`src/rtl/ede_pkg.sv`:
```
// Package for the Euclidean distance engine: widths, limits, shared types.
// Used by every module under rtl/.
package ede_pkg;

  localparam int FIELD_W    = 16;                 // width of an element field on the bus
  localparam int ELEM_WIDTH = 16;                 // bits of each field that carry the element
  localparam int MAG_W      = ELEM_WIDTH;         // |a - b| fits in ELEM_WIDTH bits
  localparam int SQ_W       = 2 * MAG_W;          // squared difference
  localparam int SUM_W      = 44;                 // running sum, Q28.16
  localparam int DIST_W     = 22;                 // floor square root of the sum
  localparam int IN_DATA_W  = 2 * FIELD_W;
  localparam int OUT_DATA_W = ((DIST_W + SUM_W + 7) / 8) * 8;
  localparam int FIFO_DEPTH = 2;
  localparam int FIFO_CNT_W = $clog2(FIFO_DEPTH + 1);
  localparam int FIFO_PTR_W = $clog2(FIFO_DEPTH);

  localparam logic [SUM_W-1:0] SUM_MAX  = {SUM_W{1'b1}};
  // One-hot seed of the root search: highest power of four below 2^SUM_W.
  localparam logic [SUM_W-1:0] ROOT_SEED = {2'b01, {(SUM_W - 2){1'b0}}};

  // Finished sum handed from the front part to the queue.
  typedef struct packed {
    logic             valid;
    logic [SUM_W-1:0] sum;
  } sum_push_t;

  // Queue occupancy seen by both neighbors.
  typedef struct packed {
    logic full;
    logic empty;
  } fifo_stat_t;

  typedef enum logic [1:0] {
    SQ_IDLE,
    SQ_RUN,
    SQ_DONE
  } sqrt_state_t;

endpackage

```
`src/rtl/euclidean_distance_engine_unit.sv`:
```
// Top level of the Euclidean distance engine.
// Instantiates ede_front, ede_fifo and ede_sqrt_back; depends on ede_pkg.
//
// Usage:
//   Input stream (in_*): one element pair per request, elem_a in
//   in_tdata[15:0] and elem_b in in_tdata[31:16], both signed Q8.8;
//   in_tlast marks the final pair of a vector.
//   Output stream (out_*): one request per vector, distance (floor square
//   root, Q14.8) in out_tdata[21:0], saturated sum of squares (Q28.16) in
//   out_tdata[65:22], upper bits zero.
// Throughput: one element pair per cycle while in_tready is high. The front
//   pipe registers the difference, the square and the running sum in turn.
// After the last pair is accepted, its sum finishes the front pipe, is
//   loaded from the queue, runs through the root iterations and is then
//   written to the output register, where out_tvalid rises.
//   The root unit works on one sum at a time, so vectors with fewer pairs than
//   the cycles it spends on a sum are limited by it; the two-entry queue absorbs bursts.
// Stall: when out_tready is low the result holds in the output register,
//   the root unit waits, the queue fills, and then in_tready drops.
// Reset: rst_n (synchronous, active low) clears the running sum, the queue
//   and all valid flags; the block accepts pairs in the first cycle after.
module euclidean_distance_engine_unit (
  input  logic                            clk,
  input  logic                            rst_n,
  input  logic                            in_tvalid,
  output logic                            in_tready,
  input  logic [ede_pkg::IN_DATA_W-1:0]   in_tdata,   // elem_a [15:0], elem_b [31:16]
  input  logic                            in_tlast,
  output logic                            out_tvalid,
  input  logic                            out_tready,
  output logic [ede_pkg::OUT_DATA_W-1:0]  out_tdata   // distance [21:0], sum_squares [65:22]
);
  import ede_pkg::*;

  sum_push_t        push;
  fifo_stat_t       fifo_stat;
  logic             fifo_pop;
  logic [SUM_W-1:0] fifo_data;

  // Accept pairs, square and accumulate; push the sum on the last pair.
  ede_front u_front (
    .clk       (clk),
    .rst_n     (rst_n),
    .in_tvalid (in_tvalid),
    .in_tready (in_tready),
    .in_tdata  (in_tdata),
    .in_tlast  (in_tlast),
    .fifo_stat (fifo_stat),
    .push      (push)
  );

  // Hold finished sums until the root unit is free.
  ede_fifo u_fifo (
    .clk     (clk),
    .rst_n   (rst_n),
    .push    (push),
    .pop     (fifo_pop),
    .rd_data (fifo_data),
    .stat    (fifo_stat)
  );

  // Take the root and drive the result stream.
  ede_sqrt_back u_back (
    .clk        (clk),
    .rst_n      (rst_n),
    .fifo_stat  (fifo_stat),
    .fifo_data  (fifo_data),
    .fifo_pop   (fifo_pop),
    .out_tvalid (out_tvalid),
    .out_tready (out_tready),
    .out_tdata  (out_tdata)
  );

endmodule

```
`src/rtl/ede_front.sv`:
```
// Front part of the distance engine: accept element pairs, square the
// difference and accumulate with saturation. Depends on ede_pkg.
module ede_front (
  input  logic                         clk,
  input  logic                         rst_n,
  input  logic                         in_tvalid,
  output logic                         in_tready,
  input  logic [ede_pkg::IN_DATA_W-1:0] in_tdata,
  input  logic                         in_tlast,
  input  ede_pkg::fifo_stat_t          fifo_stat,
  output ede_pkg::sum_push_t           push
);
  import ede_pkg::*;

  logic                    s1_valid_r, s1_valid_nxt;
  logic [MAG_W-1:0]        s1_mag_r;
  logic                    s1_last_r;
  logic                    s2_valid_r, s2_valid_nxt;
  logic [SQ_W-1:0]         s2_sq_r;
  logic                    s2_last_r;
  logic [SUM_W-1:0]        sum_r, sum_nxt;

  logic                    advance;
  logic signed [MAG_W:0]   a_s, b_s, diff;
  logic [MAG_W:0]          diff_abs;
  logic [SUM_W:0]          sum_ext;
  logic [SUM_W-1:0]        sum_sat;

  // Stall the whole pipe only when a finished sum has nowhere to go.
  assign advance   = !(s2_valid_r && s2_last_r && fifo_stat.full);
  assign in_tready = advance;

  always_comb begin
    a_s      = {in_tdata[ELEM_WIDTH-1], in_tdata[ELEM_WIDTH-1:0]};
    b_s      = {in_tdata[FIELD_W+ELEM_WIDTH-1], in_tdata[FIELD_W+ELEM_WIDTH-1:FIELD_W]};
    diff     = a_s - b_s;
    diff_abs = diff[MAG_W] ? (MAG_W + 1)'(-diff) : diff;
  end

  always_comb begin
    sum_ext = {1'b0, sum_r} + (SUM_W + 1)'(s2_sq_r);
    sum_sat = sum_ext[SUM_W] ? SUM_MAX : sum_ext[SUM_W-1:0];
  end

  always_comb begin
    s1_valid_nxt = s1_valid_r;
    s2_valid_nxt = s2_valid_r;
    sum_nxt      = sum_r;
    if (advance) begin
      s1_valid_nxt = in_tvalid;
      s2_valid_nxt = s1_valid_r;
      if (s2_valid_r) begin
        sum_nxt = s2_last_r ? '0 : sum_sat;
      end
    end
  end

  assign push.valid = s2_valid_r && s2_last_r && advance;
  assign push.sum   = sum_sat;

  always_ff @(posedge clk) begin
    if (!rst_n) begin
      s1_valid_r <= 1'b0;
      s2_valid_r <= 1'b0;
      sum_r      <= '0;
    end else begin
      s1_valid_r <= s1_valid_nxt;
      s2_valid_r <= s2_valid_nxt;
      sum_r      <= sum_nxt;
    end
  end

  always_ff @(posedge clk) begin
    if (advance) begin
      s1_mag_r  <= diff_abs[MAG_W-1:0];
      s1_last_r <= in_tlast;
      s2_sq_r   <= SQ_W'(s1_mag_r) * SQ_W'(s1_mag_r);
      s2_last_r <= s1_last_r;
    end
  end

endmodule

```
`src/rtl/ede_fifo.sv`:
```
// Short queue of finished sums between the accumulator and the root unit.
// Depends on ede_pkg.
module ede_fifo (
  input  logic                     clk,
  input  logic                     rst_n,
  input  ede_pkg::sum_push_t       push,
  input  logic                     pop,
  output logic [ede_pkg::SUM_W-1:0] rd_data,
  output ede_pkg::fifo_stat_t      stat
);
  import ede_pkg::*;

  logic [SUM_W-1:0]      mem_r [FIFO_DEPTH];
  logic [FIFO_PTR_W-1:0] wr_ptr_r, wr_ptr_nxt;
  logic [FIFO_PTR_W-1:0] rd_ptr_r, rd_ptr_nxt;
  logic [FIFO_CNT_W-1:0] cnt_r, cnt_nxt;
  logic                  do_push, do_pop;

  assign stat.full  = (cnt_r == FIFO_CNT_W'(FIFO_DEPTH));
  assign stat.empty = (cnt_r == '0);
  assign do_push    = push.valid && !stat.full;
  assign do_pop     = pop && !stat.empty;
  assign rd_data    = mem_r[rd_ptr_r];

  always_comb begin
    wr_ptr_nxt = wr_ptr_r;
    rd_ptr_nxt = rd_ptr_r;
    cnt_nxt    = cnt_r;
    if (do_push) begin
      wr_ptr_nxt = (wr_ptr_r == FIFO_PTR_W'(FIFO_DEPTH - 1)) ? '0 : wr_ptr_r + 1'b1;
    end
    if (do_pop) begin
      rd_ptr_nxt = (rd_ptr_r == FIFO_PTR_W'(FIFO_DEPTH - 1)) ? '0 : rd_ptr_r + 1'b1;
    end
    case ({do_push, do_pop})
      2'b10:   cnt_nxt = cnt_r + 1'b1;
      2'b01:   cnt_nxt = cnt_r - 1'b1;
      default: cnt_nxt = cnt_r;
    endcase
  end

  always_ff @(posedge clk) begin
    if (!rst_n) begin
      wr_ptr_r <= '0;
      rd_ptr_r <= '0;
      cnt_r    <= '0;
    end else begin
      wr_ptr_r <= wr_ptr_nxt;
      rd_ptr_r <= rd_ptr_nxt;
      cnt_r    <= cnt_nxt;
    end
  end

  always_ff @(posedge clk) begin
    if (do_push) begin
      mem_r[wr_ptr_r] <= push.sum;
    end
  end

endmodule

```
`src/rtl/ede_sqrt_back.sv`:
```
// Back part of the distance engine: one-bit-per-cycle floor square root of
// each queued sum, and the result output register. Depends on ede_pkg.
module ede_sqrt_back (
  input  logic                          clk,
  input  logic                          rst_n,
  input  ede_pkg::fifo_stat_t           fifo_stat,
  input  logic [ede_pkg::SUM_W-1:0]     fifo_data,
  output logic                          fifo_pop,
  output logic                          out_tvalid,
  input  logic                          out_tready,
  output logic [ede_pkg::OUT_DATA_W-1:0] out_tdata
);
  import ede_pkg::*;

  sqrt_state_t       state_r, state_nxt;
  logic [SUM_W-1:0]  rem_r, sum_r, bit_r, res_r;
  logic [SUM_W-1:0]  rem_step, res_step;
  logic [SUM_W:0]    trial;
  logic              load, step, emit;
  logic              out_valid_r, out_valid_nxt;
  logic [DIST_W-1:0] dist_out_r;
  logic [SUM_W-1:0]  sum_out_r;

  // One digit of the root per cycle.
  always_comb begin
    trial = {1'b0, res_r} + {1'b0, bit_r};
    if ({1'b0, rem_r} >= trial) begin
      rem_step = rem_r - trial[SUM_W-1:0];
      res_step = (res_r >> 1) + bit_r;
    end else begin
      rem_step = rem_r;
      res_step = res_r >> 1;
    end
  end

  always_comb begin
    state_nxt = state_r;
    unique case (state_r)
      SQ_IDLE: if (!fifo_stat.empty) state_nxt = SQ_RUN;
      SQ_RUN:  if (bit_r[0]) state_nxt = SQ_DONE;
      SQ_DONE: if (!out_valid_r || out_tready) state_nxt = SQ_IDLE;
      default: state_nxt = SQ_IDLE;
    endcase
  end

  always_comb begin
    load = 1'b0;
    step = 1'b0;
    emit = 1'b0;
    unique case (state_r)
      SQ_IDLE: load = !fifo_stat.empty;
      SQ_RUN:  step = 1'b1;
      SQ_DONE: emit = !out_valid_r || out_tready;
      default: ;
    endcase
  end

  assign fifo_pop = load;

  always_comb begin
    out_valid_nxt = out_valid_r;
    if (out_tready) out_valid_nxt = 1'b0;
    if (emit)       out_valid_nxt = 1'b1;
  end

  always_ff @(posedge clk) begin
    if (!rst_n) begin
      state_r     <= SQ_IDLE;
      out_valid_r <= 1'b0;
    end else begin
      state_r     <= state_nxt;
      out_valid_r <= out_valid_nxt;
    end
  end

  always_ff @(posedge clk) begin
    if (load) begin
      rem_r <= fifo_data;
      sum_r <= fifo_data;
      res_r <= '0;
      bit_r <= ROOT_SEED;
    end else if (step) begin
      rem_r <= rem_step;
      res_r <= res_step;
      bit_r <= bit_r >> 2;
    end
    if (emit) begin
      dist_out_r <= res_r[DIST_W-1:0];
      sum_out_r  <= sum_r;
    end
  end

  assign out_tvalid = out_valid_r;
  assign out_tdata  = {(OUT_DATA_W - DIST_W - SUM_W)'(0), sum_out_r, dist_out_r};

endmodule

```
`config.mk`:
```
export PLATFORM = sky130hd
export DESIGN_NAME = euclidean_distance_engine_unit
export DESIGN_NICKNAME = d
export VERILOG_FILES = /design/src/rtl/ede_pkg.sv /design/src/rtl/euclidean_distance_engine_unit.sv /design/src/rtl/ede_front.sv /design/src/rtl/ede_fifo.sv /design/src/rtl/ede_sqrt_back.sv
export SDC_FILE = /design/constraint.sdc
export NUM_CORES = 1
export LEC_CHECK = 0
export BUFFER_PORTS_ARGS = -buffer_cell sky130_fd_sc_hd__buf_2
export CORE_MARGIN = 3
export CORE_UTILIZATION = 55
export DETAILED_ROUTE_END_ITERATION = 10
export GPL_ROUTABILITY_DRIVEN = 0
export PLACE_DENSITY = 0.72
export SLEW_MARGIN = 20
export SYNTH_ARGS = -nofsm -noshare
export SYNTH_HDL_FRONTEND = slang
export SYNTH_SLANG_ARGS = --single-unit
```
`constraint.sdc`:
```
create_clock -name clk -period 8.8 [get_ports clk]
set_clock_uncertainty 0.05 [all_clocks]
set_input_delay 0.88 -clock clk [delete_from_list [all_inputs] [get_ports clk]]
set_output_delay 0.88 -clock clk [all_outputs]
set_load 0.05 [all_outputs]
```
==> results of run 1 <==
==> final timing paths <==
path / endpoint / slack [ns]
max: u_front.s2_sq_r[25] / 1.83
min reg2reg: u_back.sum_out_r[31] / 0.37
max reg2reg: u_front.s2_sq_r[25] / 1.83
min: u_back.sum_out_r[31] / 0.37
==> sequential cells by signal, summed over array words and instances (netlist names), 2 cells and up, named ones only <==
register and cells:
u_back.res_r 44, u_back.rem_r 44, u_fifo.mem_r 88, u_front.s2_sq_r 31
u_front.sum_r 44, u_front.s1_mag_r 16, u_fifo.cnt_r 2, u_back.dist_out_r 22
u_back.state_r 2, u_back.sum_r 44, u_back.sum_out_r 44, u_back.bit_r 22
==> cells in the final DEF (no fill, tap or decap), drive strengths merged, types with 11 or more instances in the layout <==
cell type	instances
clkbuf	61
inv	308
nand2b	28
o31ai	24
nand4	25
dfxtp	120
and2	71
nor2b	25
clkinv	13
ha	238
a21o	64
or3	12
xor2	70
buf	114
a21oi	173
mux2	50
o21ai	137
xnor2	132
a22o	45
or2	15
o21bai	30
a31oi	55
nor3	56
nor2	139
a211oi	21
o31a	11
nand2	288
nand3	44
and3	21
o21a	30
edfxtp	291
fa	166
==> per-layer routing <==
layer | track usage, % | routed length (um) | vias to the layer above
li1 | - | - | 10500
met1 | 34.0 | 31200 | 10800
met2 | 41.7 | 33800 | 716
met3 | 3.20 | 3840 | 108
met4 | 6.56 | 1660 | 0
met5 | 0 | 0 | -
==> area by class of cell <==
class	count	area (um2)	share of cell area [%]
flip-flops and latches	411	11100	34.4
multi-input cells	2117	17000	52.4
well taps	688	861	2.66
clock inverters	22	418	1.29
inverters	308	1160	3.58
clock buffers	61	1240	3.82
repair buffers	114	596	1.84
==> cell usage after synthesis (all sizes together) (31+ instances only) <==
cell type / instances / area (um2)
fa: 166 / 3320
ha: 238 / 2980
a21o: 64 / 480
a22o: 45 / 394
xor2: 70 / 613
a31oi: 55 / 344
nor2: 139 / 524
mux2: 50 / 563
a21oi: 173 / 866
o21ai: 137 / 686
nand3: 44 / 233
nor3: 56 / 280
and2: 71 / 444
nand2: 288 / 1080
buf: 31 / 179
inv: 308 / 1160
dfxtp: 120 / 2400
xnor2: 132 / 1160
clkbuf: 88 / 334
edfxtp: 291 / 8740
==> logic make-up (layout without fill, tap and decap cells) <==
group,Yosys count,count (layout)
XOR/XNOR,202,202
adder cells (fa/ha/maj),404,404
flip-flops,411,411
multiplexers,60,60
AO/OA/AOI/OAI,684,684
buffers and inverters,427,505
AND/OR/NAND/NOR,761,761
other,1,6
==> metrics by stage <==
stage,worst slack (ns),instances,instance area (um2)
floorplan,2.38,2955,29700
global placement,1.98,3638,30700
detailed placement,1.85,3638,30700
CTS,1.83,3721,32400
global route,1.42,3721,32400
finish,1.83,3721,32400
==> reports/results.tsv, run 1 <==
stage	metric	value	unit
detailed_routing	routedWlPerCell	19.0	um
global_route	grt_overflow	0	
global_route	grtUsageTotal	24.7	%
final_layout	nFillCells	4338	
setup_path	regToRegStartpoint	u_front.s1_mag_r[4]	
floorplanning	initial_utilization	56.1	%
final_layout	area_growth	9.03	%
clock_network	cts_max_path_buffers	3	
global_route	grt_start_max_net_pins	69	
final_layout	diodes	0	
detailed_routing	drc_errors	0	
clock_network	clock-sinks	411	
timing	min_period	6.97	ns
timing	max_freq	144	MHz
setup_path	cp.depth	22	
clock_network	cts_setup_buffers	0	
outcome	status	finished clean	
clock_network	clk_pin_slew	0.06	ns
hold_path	whs_path_depth	0	
logic_synthesis	synthSimpleGateAreaFrac	12.3	%
logic_synthesis	synth-edff-count	291	
hold_path	holdCritStartpoint	u_back.sum_r[31]	
timing	rsz0062_at_grt	false	
detailed_routing	vias	22100	
global_route	grt_pass1_wl	114000	um
timing	tns	0	ns
detailed_routing	drtPass1Iterations	5	
logic_synthesis	yosysSeqAreaShare	37.5	%
final_layout	layout-drive-gt1-share	9.30	%
logic_synthesis	async_reset_ff_share	0	%
clock_network	cts-root-buf	clkbuf_16	
setup_path	crit_arrival	7.25	ns
logic_synthesis	synth_cell_types	83	
timing	worstMarginPinSlew	1.03	ns
setup_path	worstPathRequired	9.09	ns
detailed_routing	drt_wl_total	70500	um
logic_synthesis	yosysWarnings	0	
floorplanning	pin_count	111	
setup_path	worst_path_most_repeated_cell	fa_1	
timing	hold_slack	0.368	ns
detailed_routing	drtAntennaViolNets	0	
timing	fin_crit_sh	79.2	%
logic_synthesis	synth_mux_area_share	2.23	%
clock_network	cts_resized	0	
logic_synthesis	synth_top_family_by_area	adder cells	
detailed_routing	routed_via_density	5.93	
setup_path	cp-start-kind	flip-flop	
timing	maxSlewViolCount	0	
timing	setup_viol	0	
setup_path	crit_chain	nand2_1 -> inv_1 -> fa_1 -> inv_1 -> fa_1 -> inv_1 -> fa_1 -> fa_1 -> fa_1 -> inv_1 -> fa_1 -> inv_1 -> ha_1 -> and3_1 -> o2111a_1 -> o31ai_1 -> a221oi_1 -> a41o_1 -> nor3_1 -> o21bai_1 -> a21oi_1 -> xnor2_1	
global_route	grt_pass1_vias	21800	
setup_path	crit_path_end_kind	flip-flop	
logic_synthesis	netlist_instances	2950	
logic_synthesis	synth_flop_cell	edfxtp_1	
setup_path	cp_top_family	adder cells	
logic_synthesis	syn_area	29700	um2
logic_synthesis	synth_compound_area_share	15.2	%
setup_path	critPathKind	reg2reg	
setup_path	r2r_cells	22	
setup_path	slowest_stage	edfxtp_1	
setup_path	crit_path_start	u_front.s1_mag_r[4]	
global_route	antenna_found_initial	0	
place	port_buffers	104	
final_layout	final_nets	3438	
floorplanning	die_x	238	um
logic_synthesis	avgSynthCellArea	10.1	um2
floorplanning	die_h	238	um
floorplanning	row_count	84	
detailed_routing	drt_iter0_markers	1552	
logic_synthesis	synth_fa_ha_area_share	21.2	%
clock_network	cts_made_buffers	45	
logic_synthesis	synthXorXnorAreaFrac	5.96	%
clock_network	clkLatencyLatePin	0.59	ns
setup_path	slowest_delay	0.69	ns
clock_network	cts_tree	done	
final_layout	fin_util	61.1	%
setup_path	critPathMaxFanout	18	
logic_synthesis	yosys_register_bits	411	
timing	hold_viol_final	0	
job	max_cap_viol_count	0	
timing	slew_headroom	31.3	%
floorplanning	core	53000	um2
floorplanning	die_area	56800	um2
setup_path	cp_num_buf_inv	5	
clock_network	postCtsHoldBufs	0	
place	dp_hpwl	52500	um
hold_path	min_path_type	reg2reg	
clock_network	h-tree-depth	2	
Power of run 1 is left out: the tool's default activity adds up to more than one toggle a clock period on the data nets, which glitch-free logic cannot reach.
==> inputs of run 2 (changes only) <==
==> constraint.sdc (replaced) <==
create_clock -name clk -period 6.8 [get_ports clk]
set_clock_uncertainty 0.05 [all_clocks]
set_input_delay 0.68 -clock clk [delete_from_list [all_inputs] [get_ports clk]]
set_output_delay 0.68 -clock clk [all_outputs]
set_load 0.05 [all_outputs]
==> reports/results.tsv, run 2 (synthesized netlist as in run 1, its figures left out) <==
stage	metric	value	unit
detailed_routing	drt_wl_total	71000	um
job	max_cap_viol_count	0	
timing	max_freq	154	MHz
timing	setup_viol	0	
timing	worstMarginPinSlew	0.958	ns
detailed_routing	routedWlPerCell	18.9	um
global_route	grt_overflow	0	
global_route	grt_start_max_net_pins	96	
clock_network	postCtsHoldBufs	0	
setup_path	r2r_cells	21	
setup_path	cp_num_buf_inv	4	
timing	hold_viol_final	0	
final_layout	design_area	32500	um2
hold_path	holdCritStartpoint	in_tlast	
timing	fin_crit_sh	95.6	%
detailed_routing	drc_errors	0	
setup_path	cp-start-kind	flip-flop	
timing	maxSlewViolCount	0	
setup_path	critPathKind	reg2reg	
setup_path	crit_arrival	6.76	ns
setup_path	critPathMaxFanout	8	
final_layout	layout_common_cells	inv_1 (307), edfxtp_1 (291), nand2_1 (287)	
detailed_routing	drt_iter0_markers	1715	
floorplanning	die_area	56800	um2
place	place_area	31000	um2
outcome	status	finished clean	
floorplanning	die_x	238	um
hold_path	min_path_type	in2reg	
clock_network	clk_pin_slew	0.06	ns
setup_path	slowest_stage	fa_1	
final_layout	top_register	u_fifo.mem_r	
final_layout	area_growth	9.57	%
final_layout	final_nets	3474	
setup_path	worst_path_most_repeated_cell	fa_1	
final_layout	layout-drive-gt1-share	10.2	%
floorplanning	pin_count	111	
floorplanning	row_count	84	
detailed_routing	drtAntennaViolNets	0	
setup_path	cp_top_family	adder cells	
global_route	grt_pass1_vias	21900	
clock_network	cts-root-buf	clkbuf_16	
hold_path	whs_endpoint	u_front.s1_last_r	
global_route	grt_pass1_wl	114000	um
global_route	antenna_found_initial	0	
floorplanning	initial_utilization	56.1	%
timing	slew_headroom	36.0	%
floorplanning	core	53000	um2
floorplanning	die_h	238	um
clock_network	clkLatencyLatePin	0.62	ns
timing	min_period	6.50	ns
setup_path	crit_path_end_kind	flip-flop	
place	port_buffers	104	
final_layout	final_common_cell	inv_1	
hold_path	whs_path_depth	1	
clock_network	h-tree-depth	2	
place	dp_hpwl	54000	um
clock_network	cts_made_buffers	45	
detailed_routing	routed_via_density	5.90	
setup_path	worstPathRequired	7.06	ns
setup_path	r2r_setup_slack	0.30	ns
setup_path	crit_chain	nand2_1 -> fa_1 -> inv_1 -> fa_1 -> fa_1 -> fa_1 -> fa_1 -> inv_1 -> fa_1 -> inv_1 -> ha_1 -> a21o_1 -> a211oi_2 -> o211a_1 -> a221oi_1 -> buf_4 -> a41o_1 -> nor3_1 -> o21bai_1 -> a21oi_1 -> xnor2_1	
detailed_routing	vias	22200	
clock_network	cts_max_path_buffers	3	
global_route	grtUsageTotal	24.9	%
clock_network	cts_tree	done	
clock_network	clock-sinks	411	
final_layout	diodes	0	
setup_path	r2r-end	u_front.s2_sq_r[25]	
final_layout	largest_reg_flops	88	
setup_path	regToRegStartpoint	u_front.s1_mag_r[1]	
detailed_routing	drtPass1Iterations	5	
setup_path	slowest_delay	0.59	ns
final_layout	nFillCells	4335	
-- run 2: final cells by class --
| cell class | instances | area, um2 | share of cell area, % |
|---|---|---|---|
| Clock buffer | 63 | 1220 | 3.76 |
| Clock inverter | 21 | 270 | 0.831 |
| Inverter | 308 | 1160 | 3.56 |
| Multi-Input combinational cell | 2117 | 17000 | 52.2 |
| Sequential cell | 411 | 11100 | 34.3 |
| Tap cell | 688 | 861 | 2.65 |
| Timing Repair Buffer | 150 | 907 | 2.79 |
-- run 2: routing by layer --
metal / vias up / track usage, % / part of all wire, %
met5: - / 0 / 0
met4: 0 / 7.20 / 2.6
met3: 119 / 3.46 / 5.9
met2: 739 / 42.0 / 48
met1: 10800 / 33.8 / 44
li1: 10500 / - / -
-- run 2: repair_timing --
action	4_1_cts	5_1_grt
buffers inserted	0	6
gates resized for setup	0	4
endpoints found under the setup margin	0	5
-- run 2: worst max-delay path by stage --
| stage | start | end | slack [ns] | cells after the start |
|---|---|---|---|---|
| 2_1_floorplan | u_front.s1_mag_r[4] | u_front.s2_sq_r[25] | 0.38 | 22 |
| 3_3_place_gp | u_front.s1_mag_r[3] | u_front.s2_sq_r[22] | 0.37 | 24 |
| 3_5_place_dp | u_front.s1_mag_r[12] | u_front.s2_sq_r[31] | 0.23 | 23 |
| 4_1_cts | u_front.s1_mag_r[3] | u_front.s2_sq_r[31] | 0.20 | 21 |
| 5_1_grt | u_front.s1_mag_r[9] | u_front.s2_sq_r[30] | -0.02 | 24 |
| 6_report | u_front.s1_mag_r[1] | u_front.s2_sq_r[25] | 0.30 | 21 |
-- run 2: through the flow --
step	hold slack (ns)	utilization, %	TNS (ns)	setup slack (ns)	std cells
floorplan	0.350	-	0	0.376	2955
global placement	0.352	58.5	0	0.372	3668
detailed placement	0.355	58.5	0	0.234	3668
CTS	0.170	61.3	0	0.200	3752
global route	0.181	61.4	-0.0174	-0.0174	3758
finish	0.204	61.4	0	0.301	3758
Power of run 2 is left out for the same reason.
